==> config.mk <==
export PLATFORM = sky130hd
export DESIGN_NAME = lcsl_out_fifo
export DESIGN_NICKNAME = d
export VERILOG_FILES = /design/src/hdl/assert_macros.svh /design/src/hdl/lcsl_pkg.sv /design/src/hdl/lcsl_out_fifo.sv
export SDC_FILE = /design/constraint.sdc
export NUM_CORES = 1
export LEC_CHECK = 0
export BUFFER_PORTS_ARGS = -buffer_cell sky130_fd_sc_hd__buf_2
export CAP_MARGIN = 20
export CORE_MARGIN = 5
export CORE_UTILIZATION = 55
export DETAILED_ROUTE_END_ITERATION = 8
export PLACE_DENSITY = 0.7
export SYNTH_ARGS = -nofsm -noshare
export SYNTH_HDL_FRONTEND = slang
export SYNTH_SLANG_ARGS = --single-unit
==> constraint.sdc <==
create_clock -name clk -period 4.8 [get_ports clk]
set_clock_uncertainty 0.15 [all_clocks]
set_input_delay 0.96 -clock clk [delete_from_list [all_inputs] [get_ports clk]]
set_output_delay 0.96 -clock clk [all_outputs]
set_load 0.02 [all_outputs]
==> src/hdl/assert_macros.svh <==
// ---------------------------------------------------------------------------
// assert_macros.svh
// Assertion wrappers for the locally connected sigmoid layer; empty when
// SYNTHESIS is defined.
// ---------------------------------------------------------------------------
`ifndef ASSERT_MACROS_SVH
`define ASSERT_MACROS_SVH
`ifndef SYNTHESIS
`define LCSL_ASSERT_IMP(label, clk, rst, ante, cons) \
  label: assert property (@(posedge clk) disable iff (rst) (ante) |-> (cons)) \
    else $error("lcsl: implication check failed");
`define LCSL_ASSERT_ALWAYS(label, clk, rst, cond) \
  label: assert property (@(posedge clk) disable iff (rst) (cond)) \
    else $error("lcsl: invariant check failed");
`else
`define LCSL_ASSERT_IMP(label, clk, rst, ante, cons)
`define LCSL_ASSERT_ALWAYS(label, clk, rst, cond)
`endif
`endif

==> src/hdl/lcsl_pkg.sv <==
// ---------------------------------------------------------------------------
// lcsl_pkg
// Shared widths, word types and table-building helpers for the
// locally connected sigmoid layer.
// ---------------------------------------------------------------------------
package lcsl_pkg;

  localparam int SAMPLE_W = 16;
  localparam int WEIGHT_W = 16;
  localparam int ACT_W    = 16;
  localparam int PROD_W   = 32;

  // output buffer, power of two
  localparam int FIFO_DEPTH = 8;
  localparam int PTR_W      = $clog2(FIFO_DEPTH);
  localparam int CNT_W      = $clog2(FIFO_DEPTH + 1);
  localparam logic [CNT_W-1:0] CREDIT_MAX = CNT_W'(FIFO_DEPTH);

  localparam logic [63:0] ONE_Q62 = 64'd1 << 62;

  typedef struct packed {
    logic valid;
    logic last;
  } ctl_t;

  typedef struct packed {
    logic [ACT_W-1:0] activation;
    logic             last;
  } res_t;

  // (a*b) >> 62, a and b below 2^63
  function automatic logic [63:0] mul_q62(logic [63:0] a, logic [63:0] b);
    logic [127:0] full;
    full = {64'd0, a} * {64'd0, b};
    return full[125:62];
  endfunction

  // restoring divide, used only while building constant tables
  function automatic logic [63:0] div_u64(logic [63:0] num, logic [63:0] den);
    logic [64:0] rem;
    logic [63:0] quo;
    rem = '0;
    quo = '0;
    for (int b = 63; b >= 0; b--) begin
      rem = {rem[63:0], num[b]};
      if (rem >= {1'b0, den}) begin
        rem    = rem - {1'b0, den};
        quo[b] = 1'b1;
      end
    end
    return quo;
  endfunction

  // exp(-f) in Q62 for 0 <= f <= 1, alternating series
  function automatic logic [63:0] exp_neg_frac(logic [63:0] f);
    logic [63:0] term;
    logic [63:0] total;
    term  = ONE_Q62;
    total = ONE_Q62;
    for (int k = 1; k < 40; k++) begin
      if (term != 64'd0) begin
        term = div_u64(mul_q62(term, f), 64'(k));
        if (k[0]) begin
          total = total - term;
        end else begin
          total = total + term;
        end
      end
    end
    return total;
  endfunction

endpackage

==> src/hdl/lcsl_out_fifo.sv <==
// ---------------------------------------------------------------------------
// lcsl_out_fifo
// Small result buffer between the datapath and the output channel.
// Overflow is prevented upstream by the credit counter.
// ---------------------------------------------------------------------------
module lcsl_out_fifo (
  input  logic           clk,
  input  logic           rst,
  input  logic           push,
  input  lcsl_pkg::res_t push_word,
  input  logic           pop,
  output lcsl_pkg::res_t head,
  output logic           not_empty
);

  lcsl_pkg::res_t mem [lcsl_pkg::FIFO_DEPTH];

  logic [lcsl_pkg::PTR_W-1:0] wr_ptr, rd_ptr;
  logic [lcsl_pkg::CNT_W-1:0] count;

  assign not_empty = count != '0;
  assign head      = mem[rd_ptr];

  always_ff @(posedge clk) begin
    if (rst) begin
      wr_ptr <= '0;
      rd_ptr <= '0;
      count  <= '0;
    end else begin
      if (push) begin
        wr_ptr <= wr_ptr + 1'b1;
      end
      if (pop) begin
        rd_ptr <= rd_ptr + 1'b1;
      end
      if (push && !pop) begin
        count <= count + 1'b1;
      end else if (pop && !push) begin
        count <= count - 1'b1;
      end
    end
  end

  always_ff @(posedge clk) begin
    if (push) begin
      mem[wr_ptr] <= push_word;
    end
  end

endmodule

==> out/metrics.cfg <==
[routing]
routedWlPerCell_um=20.7
drc=0
antenna_left=0
via_count=2614
drtIter0Drc=134
dr.pass1.iters=4
avgViaCountPerCell=5.59
routed_wl_um=9690

[grt]
first_global_vias=2763
antenna_found_initial=0
grt_max_degree=35
overflow=0
gr-usage-all-layers_pct=16.6
grt_pass1_wl_um=15400

[setup_path]
required_ns=3.69
crit_path_start_kind=register
crit_path_end_kind=output port
arrival_ns=2.61
crit_type=reg -> out
critPathMaxFanout=20

[cts]
clock-sinks=149
cts_buffers=17
cts_max_path_buffers=2
htreeDepth=4
clockRootBuffer=clkbuf_8
insertion_delay_ns=0.50
cts-resized-gates=0
cts_setup_buffers=0
path_clk_slew_ns=0.06
holdBufCountCts=0
cts_tree=done

[sta]
rsz0062_at_grt=false
period_needed_ns=3.72
relSlewSlack_pct=35.2
worst_slew_pin_slew_ns=0.971
slew_violations=0
hold_slack_ns=0.373
setup_viol=0
hold_violations=0
tns_ns=0
finalCritPeriodShare_pct=77.5
fin_ws_ns=1.08
fmax_mhz=269

[floorplanning]
initial_core_util_pct=56.3
die_w_um=113
core_area_um2=10300
dieArea_um2=12700
die_h_um=113
rows=37
io_pins=39

[final_layout]
finish.net_count=346
area_growth_pct=15.9
drive_gt1_share_pct=32.8
fin_cells=468
design_area_um2=6730
antenna_cells=0

[hold_path]
hold_path_class=reg -> reg

[power_and_ir_drop]
swShare_pct=23.1
p_leak_nw=2.30
power_frac_seq_pct=50.3
peakVddDrop_v=0.000310
power_frac_comb_pct=8.5
clockPowerShare_pct=41.3
power_switching_mw=0.686
p_per_area_nw_per_um2=441
p_int_mw=2.28

[logic_synthesis]
netlist-cell-type-count=25
syn_area_um2=5810
ys_warn_count=0
seq_area_frac_synth_pct=74.8
synth_edf_count=136
ys_ff_latch=149
synthArstFlopShare_pct=0
avgSynthCellArea_um2=21.9
syn_inst=265
ys.flop_type=edfxtp_1
syn-num-nets=292

[outcome]
status=finished clean

[placement]
post-place-ws_ns=1.57
place.port_buffers=38
place_inst=436
dp_hpwl_um=5780
place_area_um2=6170
gp_congestion=0.709

[job]
drv_cap=0

## area by class of cell
class	instances	area, µm²
Clock inverter	15	146
Clock buffer	17	414
Inverter	2	7.51
Tap cell	136	170
Timing Repair Buffer	47	258
Sequential cell	149	4350
Fill cell	706	3590
Multi-Input combinational cell	102	1390
## critical path: stages, from the launching register on
cell	delay, ns
dfxtp_2	0.61
buf_4	0.43
mux4_1	0.61
mux2_2	0.27
buf_2	0.16
## flip-flops by register name, summed over array words and instances, names as in the netlist, named ones only
name,flops
wr_ptr,3
rd_ptr,3
count,4
mem,136
## metal layers
layer / global-route usage, % / routed length (µm) / vias to the layer above
met4: 5.05 / 37 / 0
met3: 4.55 / 513 / 2
met2: 26.9 / 5020 / 65
met1: 22.1 / 4120 / 1336
met5: 0 / 0 / -
li1: - / - / 1211
## power groups by stage
stage	clock network [mW]	registers, mW	logic, mW
finish	1.22	1.49	0.251
global route	1.32	1.50	0.274
CTS	1.25	1.49	0.256
detailed placement	0	1.52	0.255
global placement	0	1.52	0.248
floorplan	0	1.50	0.195
## synth_stat cells (all sizes together) (3+ instances only)
cell type	count	area, µm²
mux2i	3	30.0
mux2	18	203
buf	5	48.8
edfxtp	136	4080
clkbuf	7	28.8
nand2b	3	18.8
dfxtp	13	260
nor2	19	71.3
nand2	4	15.0
mux4	34	856
xor2	3	26.3
xnor2	3	26.3
ha	5	62.6
## per-stage QoR
stage | power (mW) | utilization [%]
4_1_cts | 3.00 | 65.2
2_1_floorplan | 1.69 | -
6_report | 2.97 | 65.2
3_3_place_gp | 1.77 | 59.8
3_5_place_dp | 1.78 | 59.8
5_1_grt | 3.09 | 65.2
## kinds of logic (layout without fill, tap and decap cells)
| group | after synthesis | count (layout) | synth area share (%) |
|---|---|---|---|
| DFF | 149 | 149 | 74.8 |
| muxes | 55 | 55 | 18.7 |
| and+or+nand+nor | 31 | 31 | 2.30 |
| buffers and inverters | 14 | 81 | 1.46 |
| adders and majority gates | 6 | 6 | 1.42 |
| xor gates and xnor gates | 6 | 6 | 0.905 |
| AOI/OAI and AO/OA | 4 | 4 | 0.409 |
## worst paths after layout
kind,from,endpoint,slack [ns],cells after the start
setup / recovery,register,head[16],1.08,4
hold / removal,rd_ptr[2],rd_ptr[2],0.37,2
setup reg to reg,wr_ptr[0],mem[5][4],2.66,3
hold reg to reg,rd_ptr[2],rd_ptr[2],0.37,2
## layout by cell type (no fill, tap or decap), drive strengths merged, types with 2 or more instances in the layout
master,instances
clkbuf,17
buf,47
clkinvlp,3
edfxtp,136
ha,5
inv,8
nand2,4
nor3,2
mux2i,3
nand2b,3
clkinv,5
a21oi,2
mux4,34
nor2,19
xor2,3
dfxtp,13
xnor2,3
mux2,18
No activity file was read; power rests on OpenSTA's default activity.
