### config.mk
export PLATFORM = sky130hd
export DESIGN_NAME = lcsl_mac
export DESIGN_NICKNAME = d
export VERILOG_FILES = /design/src/hdl/assert_macros.svh /design/src/hdl/lcsl_pkg.sv /design/src/hdl/lcsl_mac.sv
export SDC_FILE = /design/constraint.sdc
export NUM_CORES = 2
export LEC_CHECK = 0
export BUFFER_PORTS_ARGS = -buffer_cell sky130_fd_sc_hd__buf_2
export CORE_AREA = 2 2 457 323
export CTS_BUF_LIST = sky130_fd_sc_hd__clkbuf_16
export DETAILED_ROUTE_END_ITERATION = 7
export DIE_AREA = 0 0 459 325
export PLACE_DENSITY = 0.49
export SYNTH_ARGS = -nofsm -noshare
export SYNTH_HDL_FRONTEND = slang
export SYNTH_SLANG_ARGS = --single-unit
### constraint.sdc
create_clock -name clk -period 6.5 [get_ports clk]
set_input_delay 0.975 -clock clk [delete_from_list [all_inputs] [get_ports clk]]
set_output_delay 0.975 -clock clk [all_outputs]
set_load 0.005 [all_outputs]
### src/hdl/assert_macros.svh
// ---------------------------------------------------------------------------
// assert_macros.svh
// Assertion wrappers for the locally connected sigmoid layer; empty when
// SYNTHESIS is defined.
// ---------------------------------------------------------------------------
`ifndef ASSERT_MACROS_SVH
`define ASSERT_MACROS_SVH
`ifndef SYNTHESIS
`define LCSL_ASSERT_IMP(label, clk, rst, ante, cons) \
  label: assert property (@(posedge clk) disable iff (rst) (ante) |-> (cons)) \
    else $error("lcsl: implication check failed");
`define LCSL_ASSERT_ALWAYS(label, clk, rst, cond) \
  label: assert property (@(posedge clk) disable iff (rst) (cond)) \
    else $error("lcsl: invariant check failed");
`else
`define LCSL_ASSERT_IMP(label, clk, rst, ante, cons)
`define LCSL_ASSERT_ALWAYS(label, clk, rst, cond)
`endif
`endif

### src/hdl/lcsl_pkg.sv
// ---------------------------------------------------------------------------
// lcsl_pkg
// Shared widths, word types and table-building helpers for the
// locally connected sigmoid layer.
// ---------------------------------------------------------------------------
package lcsl_pkg;

  localparam int SAMPLE_W = 16;
  localparam int WEIGHT_W = 16;
  localparam int ACT_W    = 16;
  localparam int PROD_W   = 32;

  // output buffer, power of two
  localparam int FIFO_DEPTH = 8;
  localparam int PTR_W      = $clog2(FIFO_DEPTH);
  localparam int CNT_W      = $clog2(FIFO_DEPTH + 1);
  localparam logic [CNT_W-1:0] CREDIT_MAX = CNT_W'(FIFO_DEPTH);

  localparam logic [63:0] ONE_Q62 = 64'd1 << 62;

  typedef struct packed {
    logic valid;
    logic last;
  } ctl_t;

  typedef struct packed {
    logic [ACT_W-1:0] activation;
    logic             last;
  } res_t;

  // (a*b) >> 62, a and b below 2^63
  function automatic logic [63:0] mul_q62(logic [63:0] a, logic [63:0] b);
    logic [127:0] full;
    full = {64'd0, a} * {64'd0, b};
    return full[125:62];
  endfunction

  // restoring divide, used only while building constant tables
  function automatic logic [63:0] div_u64(logic [63:0] num, logic [63:0] den);
    logic [64:0] rem;
    logic [63:0] quo;
    rem = '0;
    quo = '0;
    for (int b = 63; b >= 0; b--) begin
      rem = {rem[63:0], num[b]};
      if (rem >= {1'b0, den}) begin
        rem    = rem - {1'b0, den};
        quo[b] = 1'b1;
      end
    end
    return quo;
  endfunction

  // exp(-f) in Q62 for 0 <= f <= 1, alternating series
  function automatic logic [63:0] exp_neg_frac(logic [63:0] f);
    logic [63:0] term;
    logic [63:0] total;
    term  = ONE_Q62;
    total = ONE_Q62;
    for (int k = 1; k < 40; k++) begin
      if (term != 64'd0) begin
        term = div_u64(mul_q62(term, f), 64'(k));
        if (k[0]) begin
          total = total - term;
        end else begin
          total = total + term;
        end
      end
    end
    return total;
  endfunction

endpackage

### src/hdl/lcsl_mac.sv
// ---------------------------------------------------------------------------
// lcsl_mac
// Four-stage window datapath: capture, products, partial sums, final sum
// with clamp; emits the sigmoid table index.
// ---------------------------------------------------------------------------
module lcsl_mac #(
  parameter  int SIGMOID_ENTRIES = 1024,
  localparam int ADDR_W          = $clog2(SIGMOID_ENTRIES)
) (
  input  logic                                 clk,
  input  logic                                 rst,
  input  logic                                 fire,
  input  logic                                 last,
  input  logic        [lcsl_pkg::SAMPLE_W-1:0] older,
  input  logic        [lcsl_pkg::SAMPLE_W-1:0] newer,
  input  logic        [lcsl_pkg::SAMPLE_W-1:0] sample,
  input  logic signed [lcsl_pkg::WEIGHT_W-1:0] weight_oldest,
  input  logic signed [lcsl_pkg::WEIGHT_W-1:0] weight_middle,
  input  logic signed [lcsl_pkg::WEIGHT_W-1:0] weight_newest,
  input  logic signed [lcsl_pkg::WEIGHT_W-1:0] bias,
  output lcsl_pkg::ctl_t                       idx_ctl,
  output logic        [ADDR_W-1:0]             idx
);

  localparam int SCALE_W = 32 + $clog2(SIGMOID_ENTRIES + 1);

  lcsl_pkg::ctl_t s1_ctl, s2_ctl, s3_ctl;

  logic        [lcsl_pkg::SAMPLE_W-1:0] s1_older, s1_newer, s1_sample;
  logic signed [lcsl_pkg::WEIGHT_W-1:0] s1_w_old, s1_w_mid, s1_w_new;

  logic signed [lcsl_pkg::PROD_W:0]   prod_old, prod_mid, prod_new;
  logic        [lcsl_pkg::PROD_W-1:0] p_old, p_mid, p_new;

  logic [lcsl_pkg::PROD_W:0]   part_a, part_b;
  logic [lcsl_pkg::PROD_W:0]   part_a_next, part_b_next;
  logic [lcsl_pkg::PROD_W+1:0] total;
  logic [lcsl_pkg::PROD_W-1:0] u, u_next;
  logic [SCALE_W-1:0]          scaled;

  // control
  always_ff @(posedge clk) begin
    if (rst) begin
      s1_ctl  <= '0;
      s2_ctl  <= '0;
      s3_ctl  <= '0;
      idx_ctl <= '0;
    end else begin
      s1_ctl  <= '{valid: fire, last: last};
      s2_ctl  <= s1_ctl;
      s3_ctl  <= s2_ctl;
      idx_ctl <= s3_ctl;
    end
  end

  // stage 1: capture window and weights
  always_ff @(posedge clk) begin
    if (fire) begin
      s1_older  <= older;
      s1_newer  <= newer;
      s1_sample <= sample;
      s1_w_old  <= weight_oldest;
      s1_w_mid  <= weight_middle;
      s1_w_new  <= weight_newest;
    end
  end

  // stage 2: unsigned Q0.16 x signed Q4.12 -> signed Q4.28, always fits 32 bits
  assign prod_old = $signed({1'b0, s1_older})  * s1_w_old;
  assign prod_mid = $signed({1'b0, s1_newer})  * s1_w_mid;
  assign prod_new = $signed({1'b0, s1_sample}) * s1_w_new;

  always_ff @(posedge clk) begin
    p_old <= prod_old[lcsl_pkg::PROD_W-1:0];
    p_mid <= prod_mid[lcsl_pkg::PROD_W-1:0];
    p_new <= prod_new[lcsl_pkg::PROD_W-1:0];
  end

  // stage 3: two partial sums, bias moved to Q4.28
  assign part_a_next = {p_old[lcsl_pkg::PROD_W-1], p_old} + {p_mid[lcsl_pkg::PROD_W-1], p_mid};
  assign part_b_next = {p_new[lcsl_pkg::PROD_W-1], p_new}
                     + {bias[lcsl_pkg::WEIGHT_W-1], bias, 16'd0};

  always_ff @(posedge clk) begin
    part_a <= part_a_next;
    part_b <= part_b_next;
  end

  // stage 4: final sum, clamp to [-2^31, 2^31-1] and offset by 2^31
  assign total = {part_a[lcsl_pkg::PROD_W], part_a} + {part_b[lcsl_pkg::PROD_W], part_b};

  always_comb begin
    priority if (total[33:31] == 3'b000 || total[33:31] == 3'b111) begin
      u_next = {~total[31], total[30:0]};
    end else if (total[33]) begin
      u_next = '0;
    end else begin
      u_next = '1;
    end
  end

  always_ff @(posedge clk) begin
    u <= u_next;
  end

  // index = floor(u * entries / 2^32), always below entries
  assign scaled = SCALE_W'(u) * SCALE_W'(SIGMOID_ENTRIES);
  assign idx    = scaled[32 +: ADDR_W];

endmodule

==> key figures <==
Status
  • Outcome: completed

Placed design
  • Port buffer count: 127
  • Placed cell area: 40010 µm²
  • Hpwl dp: 79240 µm
  • Routability cong.: 0.8340

Setup path
  • Critical path origin: s1_w_old[7]
  • Worst setup SP type: register
  • Worst-path cell chain: buf_6 -> nand2_1 -> fa_1 -> inv_1 -> fa_1 -> fa_2 -> fa_1 -> fa_1 -> inv_1 -> fa_1 -> inv_1 -> ha_4 -> a211o_1 -> a2111oi_4 -> o21ai_2 -> a41oi_2 -> a31oi_1 -> or4_1 -> a31o_1 -> a21oi_2 -> xnor2_1
  • Critical path endpoint category: register
  • CP required: 7.01 ns
  • FF-to-FF Start: s1_w_old[7]
  • Worst path max stage delay: 0.63 ns
  • CP most frequent cell: fa_1
  • Slowest-stage cell, CP: fa_2
  • CP arrival: 6.88 ns
  • CP bufs+invs: 4
  • Crit Path Max Fanout: 6
  • Critical path type: register to register
  • CP delay by family, top: adder cells

Timing
  • Slew Viols, Final: 0
  • Period utilization: 97.95%
  • Slew HR: 39.10%
  • RSZ-0062 raised after global routing: yes
  • Clock Skew: 0.04645 ns
  • Finish-stage setup viols: 0
  • Slew @ Worst Pin: 0.9020 ns
  • Final Hold Viols: 0
  • Fmax: 157.1 MHz
  • Minimum clock period: 6.367 ns

Clock network
  • Clk sinks: 276
  • CTS tree: built
  • H-tree depth: 2
  • Reg clk slew, reported paths: 0.06 ns
  • Clock Path Buffers: 3
  • Root Buffer: clkbuf_16
  • Num CTS Buffers: 37
  • Clk_lat worst skew: 0.60 ns

Die
  • Die height: 325 µm
  • Core ar.: 144600 µm²
  • Die ar.: 149200 µm²
  • Initial core utilization: 24.85%
  • Row count: 117
  • Num ports: 128
  • Die Span X: 459 µm

Yosys
  • Sequential-to-total area share from yosys stat: 18.05%
  • Post-synth top area share: 32.53%
  • Top post-synthesis cells by area: fa_1 33%, ha_1 15%, dfxtp_1 10%, inv_1 8.2%, edfxtp_1 8.0%
  • Most common cell in the netlist: inv_1
  • Most frequent cells after synthesis: 783 x inv_1, 584 x fa_1, 431 x ha_1
  • Post-synth EDFFs: 96
  • Share of synthesized registers carrying an async set or reset: 0%
  • Synthesized instance count: 3774
  • Synth area leader: fa_1
  • Unique masters post-synth: 73
  • Syn Area/Cell: 9.524 µm²
  • Synth warn: 0
  • Ys flop type: dfxtp_1
  • Post-synthesis net count: 4905
  • Synthesized flop and latch total: 276
  • Synth Cell Area: 35940 µm²

GRT
  • Number of global-route vias before repair: 26171
  • Antenna violations before repair: 7
  • GRT Overall Usage: 12.62%
  • Total grt overflow: 0
  • Largest net degree at the start of global routing: 51
  • First-pass GRT wire length: 149800 µm

Layout
  • Design Area, Final: 42030 µm²
  • Fraction of layout cells with a size suffix above 1: 12.05%
  • Area delta synth->final: 16.94%
  • Final nets: 5212
  • Number of fill cells in the layout: 15359

Drt
  • Vias: 25316
  • Antenna-violating nets left: 0
  • Per-cell routed wire length: 15.41 µm
  • Routed wire length: 92720 µm
  • Drt initial violations: 1382
  • Residual DRC count: 0
  • TritonRoute pass-1 iters: 5
  • Post-DR vias/cell: 4.208

Flow run
  • Max_cap viols: 0

Worst hold path
  • Hold path startpoint: p_new[2]
  • Hold Crit Class: register to register
[cell families (layout without fill, tap and decap cells)]
| kind of cell | Yosys count | in the layout | share of synthesized area [%] |
|---|---|---|---|
| AOI/OAI and AO/OA | 411 | 411 | 7.501 |
| xor gates and xnor gates | 123 | 123 | 2.997 |
| adders and majority gates | 1015 | 1015 | 47.53 |
| buffers and inverters | 887 | 1222 | 9.284 |
| DFF | 276 | 276 | 18.05 |
| other | 0 | 3 | 0 |
| and+or+nand+nor | 1062 | 1062 | 14.64 |
[timing repair]
action                                  in CTS  in global routing
hold buffers                                 0                  0
endpoints found under the setup margin       1                 17
buffers inserted                            10                 56
pin swaps                                    4                 40
gates cloned                                 0                  0
gates resized for setup                      2                 65
[sequential cells by signal, indices dropped and copies added, names as in the netlist]
| name | cells |
|---|---|
| s1_ctl | 2 |
| s1_w_new | 16 |
| p_old | 32 |
| s1_w_mid | 16 |
| s1_newer | 16 |
| s3_ctl | 2 |
| s1_sample | 16 |
| idx_ctl | 2 |
| p_new | 32 |
| p_mid | 32 |
| part_a | 33 |
| part_b | 33 |
| s1_older | 16 |
| s1_w_old | 16 |
| s2_ctl | 2 |
| u | 10 |
[routing by layer]
metal  part of all wire, %  GRT usage (%)
met5                     0              0
met4                   1.4          2.067
met3                   5.4          2.242
met2                    39          17.21
met1                    54          20.42
[worst register-to-register path, delay by kind of cell (launching register included)]
family | cells | cell delay (ns)
AOI/OAI and AO/OA | 7 | 1.50
xor gates and xnor gates | 1 | 0.12
adders and majority gates | 7 | 3.30
buffers and inverters | 4 | 0.32
DFF | 1 | 0.53
and+or+nand+nor | 2 | 0.52
[layout by cell type, fill, tap and decap left out, drive strengths merged, types with 6 or more instances in the layout]
cell type / n
nand4: 11
buf: 370
and3: 16
ha: 431
fa: 584
o21ai: 80
o22ai: 6
and2: 365
nand2: 410
o21a: 31
a21o: 57
or3: 9
a211oi: 17
a21oi: 119
inv: 792
clkbuf: 41
a21boi: 12
o2111ai: 6
nor3: 25
clkinv: 13
xor2: 36
nor2b: 26
nand3: 29
a31oi: 9
o21bai: 14
edfxtp: 96
dfxtp: 180
nand2b: 34
o31ai: 6
xnor2: 87
nor2: 122
or2: 6
[worst paths after layout]
kind                             endpoint  slack (ns)  cells after the start
worst min register to register  part_b[2]        0.33                      0
worst max-delay path            p_old[30]        0.13                     21
worst min-delay path            part_b[2]        0.33                      0
worst max register to register  p_old[30]        0.13                     21
[metrics by stage]
stage,setup TNS (ns),worst slack [ns],utilization [%],hold slack [ns],cells
floorplan,0,0.08138,-,0.3096,3774
global route,-0.2015,-0.1259,29.06,0.3278,6013
CTS,0,0.004299,28.57,0.3259,5957
finish,0,0.1335,29.06,0.3261,6016
global placement,-0.09795,-0.09795,27.66,0.3129,5880
detailed placement,-0.1421,-0.1421,27.66,0.3121,5880
[area by class of cell]
class / count / area (µm²) / area share [%]
multi-input combinational: 2611 / 26290 / 62.55
sequential: 276 / 6486 / 15.43
inverter: 784 / 2943 / 7.001
timing repair buffer: 371 / 2676 / 6.367
tap: 1904 / 2382 / 5.667
clock buffer: 40 / 1001 / 2.381
clock inverter: 27 / 245.2 / 0.5834
antenna: 3 / 7.507 / 0.01786
Power is not shown: default switching activity piles up to over one toggle a cycle in this logic, so the estimate is an artifact.
